[src/hdl/otsu_pkg.sv]
package otsu_pkg;

  // Histogram geometry
  localparam int BIN_SLOTS = 256;
  localparam int BIN_W     = 8;

  // Frame statistics widths
  localparam int CNT_W  = 16;
  localparam int SUM_W  = 24;
  localparam int PROD_W = CNT_W + SUM_W;
  localparam int DEN_W  = 2 * CNT_W;

  // Multi-cycle multiplier: one 16-bit digit of A per cycle, MSB digit first
  localparam int SQ_W       = 2 * PROD_W;
  localparam int MUL_B_W    = PROD_W;
  localparam int MUL_P_W    = SQ_W + MUL_B_W;
  localparam int DIG_W      = 16;
  localparam int MUL_DIGITS = SQ_W / DIG_W;
  localparam int MUL_CNT_W  = $clog2(MUL_DIGITS);

  // Defaults for the top-level parameters
  localparam int DEF_MAX_PIXELS  = 32768;
  localparam int DEF_GRAY_LEVELS = 256;

  // Histogram memory command: pixel increment and scan/clear sweep
  typedef struct packed {
    logic             upd;
    logic [BIN_W-1:0] upd_bin;
    logic             sweep;
    logic [BIN_W-1:0] sweep_addr;
  } hist_cmd_t;

endpackage

[src/hdl/otsu_mul.sv]
module otsu_mul import otsu_pkg::*; (
  input  logic               clk,
  input  logic               rst_n,
  input  logic               start,
  input  logic [SQ_W-1:0]    a,
  input  logic [MUL_B_W-1:0] b,
  output logic               busy,
  output logic               done,
  output logic [MUL_P_W-1:0] p
);

  logic [SQ_W-1:0]          a_r;
  logic [MUL_B_W-1:0]       b_r;
  logic [MUL_P_W-1:0]       acc_r;
  logic [MUL_CNT_W-1:0]     cnt_r;
  logic                     busy_r;
  logic                     done_r;
  logic [DIG_W+MUL_B_W-1:0] part;
  logic [MUL_P_W-1:0]       acc_nxt;

  assign part    = a_r[SQ_W-1 -: DIG_W] * b_r;
  assign acc_nxt = {acc_r[MUL_P_W-DIG_W-1:0], DIG_W'(0)} + MUL_P_W'(part);

  always_ff @(posedge clk) begin
    if (!rst_n) begin
      busy_r <= 1'b0;
      done_r <= 1'b0;
      cnt_r  <= '0;
    end else begin
      done_r <= 1'b0;
      if (start) begin
        busy_r <= 1'b1;
        cnt_r  <= MUL_CNT_W'(MUL_DIGITS - 1);
      end else if (busy_r) begin
        cnt_r <= cnt_r - MUL_CNT_W'(1);
        if (cnt_r == '0) begin
          busy_r <= 1'b0;
          done_r <= 1'b1;
        end
      end
    end
  end

  always_ff @(posedge clk) begin
    if (start) begin
      a_r   <= a;
      b_r   <= b;
      acc_r <= '0;
    end else if (busy_r) begin
      a_r   <= {a_r[SQ_W-DIG_W-1:0], DIG_W'(0)};
      acc_r <= acc_nxt;
    end
  end

  assign busy = busy_r;
  assign done = done_r;
  assign p    = acc_r;

endmodule

[config.mk]
export PLATFORM = sky130hd
export DESIGN_NAME = otsu_mul
export DESIGN_NICKNAME = d
export VERILOG_FILES = /design/src/hdl/otsu_pkg.sv /design/src/hdl/otsu_mul.sv
export SDC_FILE = /design/constraint.sdc
export NUM_CORES = 2
export LEC_CHECK = 0
export ABC_AREA = 1
export BUFFER_PORTS_ARGS = -buffer_cell sky130_fd_sc_hd__buf_4
export CAP_MARGIN = 20
export CORE_ASPECT_RATIO = 1.75
export CORE_UTILIZATION = 52
export CTS_BUF_LIST = sky130_fd_sc_hd__clkbuf_16
export DETAILED_ROUTE_END_ITERATION = 16
export PLACE_DENSITY = 0.67
export SYNTH_ARGS = -nofsm -noshare
export SYNTH_HDL_FRONTEND = slang
export SYNTH_SLANG_ARGS = --single-unit
[constraint.sdc]
create_clock -name clk -period 12.1 [get_ports clk]
set_input_delay 0 -clock clk [delete_from_list [all_inputs] [get_ports clk]]
set_output_delay 0 -clock clk [all_outputs]
set_load 0.02 [all_outputs]
==> metrics.log <==
INFO  metric buffer_ports.inserted = about 240
INFO  metric postRouteWirelength = approximately 130,000 um
INFO  metric placeableCoreArea = a little under 70,000 um2
INFO  metric timing.critical_path.required = about 13,000 ps
INFO  metric synthToLayoutAreaGrowth = 12.5%
INFO  metric htreeDepth = 1
INFO  metric cts-resized-gates = 0
INFO  metric met3_wirelength = just over 8000 um
INFO  metric maximum_number_of_pins_on_one_net_before_global_route_repair = between 80 and 90
INFO  metric syn-num-nets = around 6,000
INFO  metric drt_iter0_markers = a little over 2,000
INFO  metric grt_pass1_wl = 198,000 um
INFO  metric dp_hpwl = ~100,000 um
INFO  metric tritoncts = built
INFO  metric fp.dieArea = ~70,000 um2
INFO  metric tns = 0 ps
INFO  metric gp_congestion = 1.16
INFO  metric num-nets-final = between 6,000 and 7,000
INFO  metric post-route-period-util = 0.580
INFO  metric clock_tree.buffer_depth = 3
INFO  metric met1Wirelength = 43,800 um
INFO  metric syn-mean-instance-area = ~7 um2
INFO  metric grt_setup_unrepaired = false
INFO  metric cts.clk_slew.worst_paths = about 80 ps
INFO  metric cts.root.buffer_cell = clkbuf_16
INFO  metric synth_area_leader_cell = fa_1
INFO  metric routedWlPerCell = between 20 and 25 um
INFO  metric setup.worst_path.class = reg2reg
INFO  metric synth_area_leaders = fa_1 31%, nand2_1 17%, inv_1 15%, edfxtp_1 9.9%, dfxtp_1 6.9%
INFO  metric track_usage = 0.373
INFO  metric synth-warning-count = 0
INFO  metric ff_latch_area = 6110 um2
INFO  metric tritoncts.num_buffers = 29
INFO  metric syn_inst = 5,169
INFO  metric synth.top_cells.by_count = 1,650 x nand2_1, 1,447 x inv_1, 570 x fa_1
INFO  metric synth-seq-cells = between 200 and 250
INFO  metric remaining_antenna_violation_count = 0
INFO  metric met2_wire_length = ~65,000 um
INFO  metric route.detailed.drc = 0
INFO  metric layout_min_cycle_time = between 7000 and 8000 ps
INFO  metric top_level_ports = about 250
INFO  metric synthFlopType = dfxtp_1
INFO  metric clock_sinks = ~250
INFO  metric row_count = around 130
INFO  metric ys_seq_area_frac = 0.167
INFO  metric synth_cell_type_count = 46
INFO  metric drive_above_1_share = 0.0753
INFO  metric initial_standard_cell_utilization_of_the_core = 0.525
INFO  metric worst_slew_margin_rel = 0.263
INFO  metric timing.hold.worst.class = in2reg
INFO  metric whs_path_depth = 2
INFO  metric postSynth.asyncResetShare = 0
INFO  metric final-max-slew-violation-count = 0
INFO  metric synth_largest_type_area_fraction = 0.313
INFO  metric tightestPinTransition = 1090 ps
INFO  metric run_status = complete, no violations
INFO  metric via_count = 32,900
INFO  metric grt_overflow = 0
INFO  metric antenna_violations_before_repair = 2
INFO  metric setup_violations = 0
INFO  metric synthesis.area = about 36,000 um2
INFO  metric hold_viol_final = 0
INFO  metric worstSetupEndpointType = register
INFO  metric die_h = around 350 um
INFO  metric synthMostInstantiatedCell = nand2_1
INFO  metric detail_route.vias_per_cell = 5.19
INFO  metric synth_edf_count = 120
INFO  metric cp_max_fo = 16
INFO  metric drv_cap = 0
INFO  metric fillers = about 6,600
INFO  metric highest_clock_rate = 142 MHz
INFO  metric firstDrtPassIters = 9
INFO  metric multi_input_area = ~24,000 um2
INFO  metric chipWidth = ~200 um
INFO  metric r2r_cells = 24
INFO  metric crit_arrival = approximately 7600 ps
INFO  metric worstSkewPairLatency = between 600 and 700 ps
INFO  metric top_layer = met4
INFO  metric start_kind = register
INFO  metric clock-skew-final = between 30 and 40 ps
INFO  metric first_global_vias = 34,300
-- cells by family after synthesis --
kind of cell / share of synthesized area
buf+inv: 0.171
compound gates: 0.0338
simple gates: 0.254
xor+xnor: 0.0110
fa+ha+maj: 0.363
flops: 0.167
-- state kept, by name, indices dropped and copies added (netlist names) --
| register | count |
|---|---|
| busy | 1 |
| b_r | 40 |
| cnt_r | 3 |
| done | 1 |
| a_r | 80 |
| p | 120 |
-- final timing paths --
path,from,endpoint,slack (ps)
worst max register to register,b_r[6]$_DFFE_PP_,p[38]$_SDFFE_PP0P_,5080
worst min register to register,p[111]$_SDFFE_PP0P_,p[111]$_SDFFE_PP0P_,460
worst max-delay path,b_r[6]$_DFFE_PP_,p[38]$_SDFFE_PP0P_,5080
worst min-delay path,b[23],b_r[23]$_DFFE_PP_,90
-- what timing repair did --
item                                   CTS  global route
hold buffers                           122             0
endpoints found under the hold margin  145             0
setup buffers                            0             0
-- area by class of cell --
class	count	area share
Tap cell	910	0.0277
Sequential cell	245	0.149
Timing Repair Buffer	393	0.0794
Antenna cell	1	0.0000609
Clock buffer	30	0.0183
Inverter	1461	0.134
Clock inverter	24	0.00369
Multi-Input combinational cell	3268	0.588
-- per-stage QoR --
step	area, um2	setup slack, ps	hold WS, ps	util	instances
after detailed placement	38900	5180	180	0.560	6155
after global routing	41100	4830	81.5	0.591	6332
after global placement	38900	5210	178	0.560	6155
after CTS	41100	5110	56.7	0.591	6331
after floorplan	36500	6390	98.9	-	5169
final	41100	5080	88.8	0.591	6332
-- layout by cell type, fill, tap and decap left out, types with 3 or more instances in the layout --
cell type      instances
nor2_4                 5
nor3_1                16
nor2_2                20
dlygate4sd3_1        122
clkinv_2               5
nand3b_1               3
dfxtp_1              124
nand3_1              184
inv_2                 11
xor2_1                34
o21ai_0               79
clkinvlp_4             3
inv_1               1453
nand3_2               12
nand2_2               24
o22ai_1               11
clkinv_1               5
edfxtp_1             120
and2_1                 6
a21oi_1              129
nor4_1                 5
o21bai_1               5
clkbuf_16             30
fa_1                 570
nand2_1             1650
nand4_1               53
xnor2_1               12
buf_4                270
inv_6                  3
nor2_1               273
ha_1                 146
nor3_2                 9
-- worst max-delay path: stages, from the launching register on --
cell      delay (ps)
edfxtp_1         880
nand2_1          170
fa_1             540
inv_1             50
fa_1             510
inv_1             60
fa_1             530
inv_1             60
fa_1             530
fa_1             560
inv_1             60
fa_1             530
inv_1             40
ha_1             430
nand2_1          140
nor2_1           230
nand2_1          100
clkinv_1         100
nand4_1           90
nand3_1          310
nand2_1          100
nand2_1          270
xor2_1           460
o21ai_0          140
inv_1             80
-- metal layers --
layer / global-route usage / vias to the layer above
li1: - / 15300
met1: 0.396 / 15700
met2: 0.658 / 1351
met3: 0.0549 / 511
met4: 0.292 / 0
met5: 0 / -
Power is not shown: default switching activity piles up to over one toggle a cycle in this logic, so the estimate is an artifact.
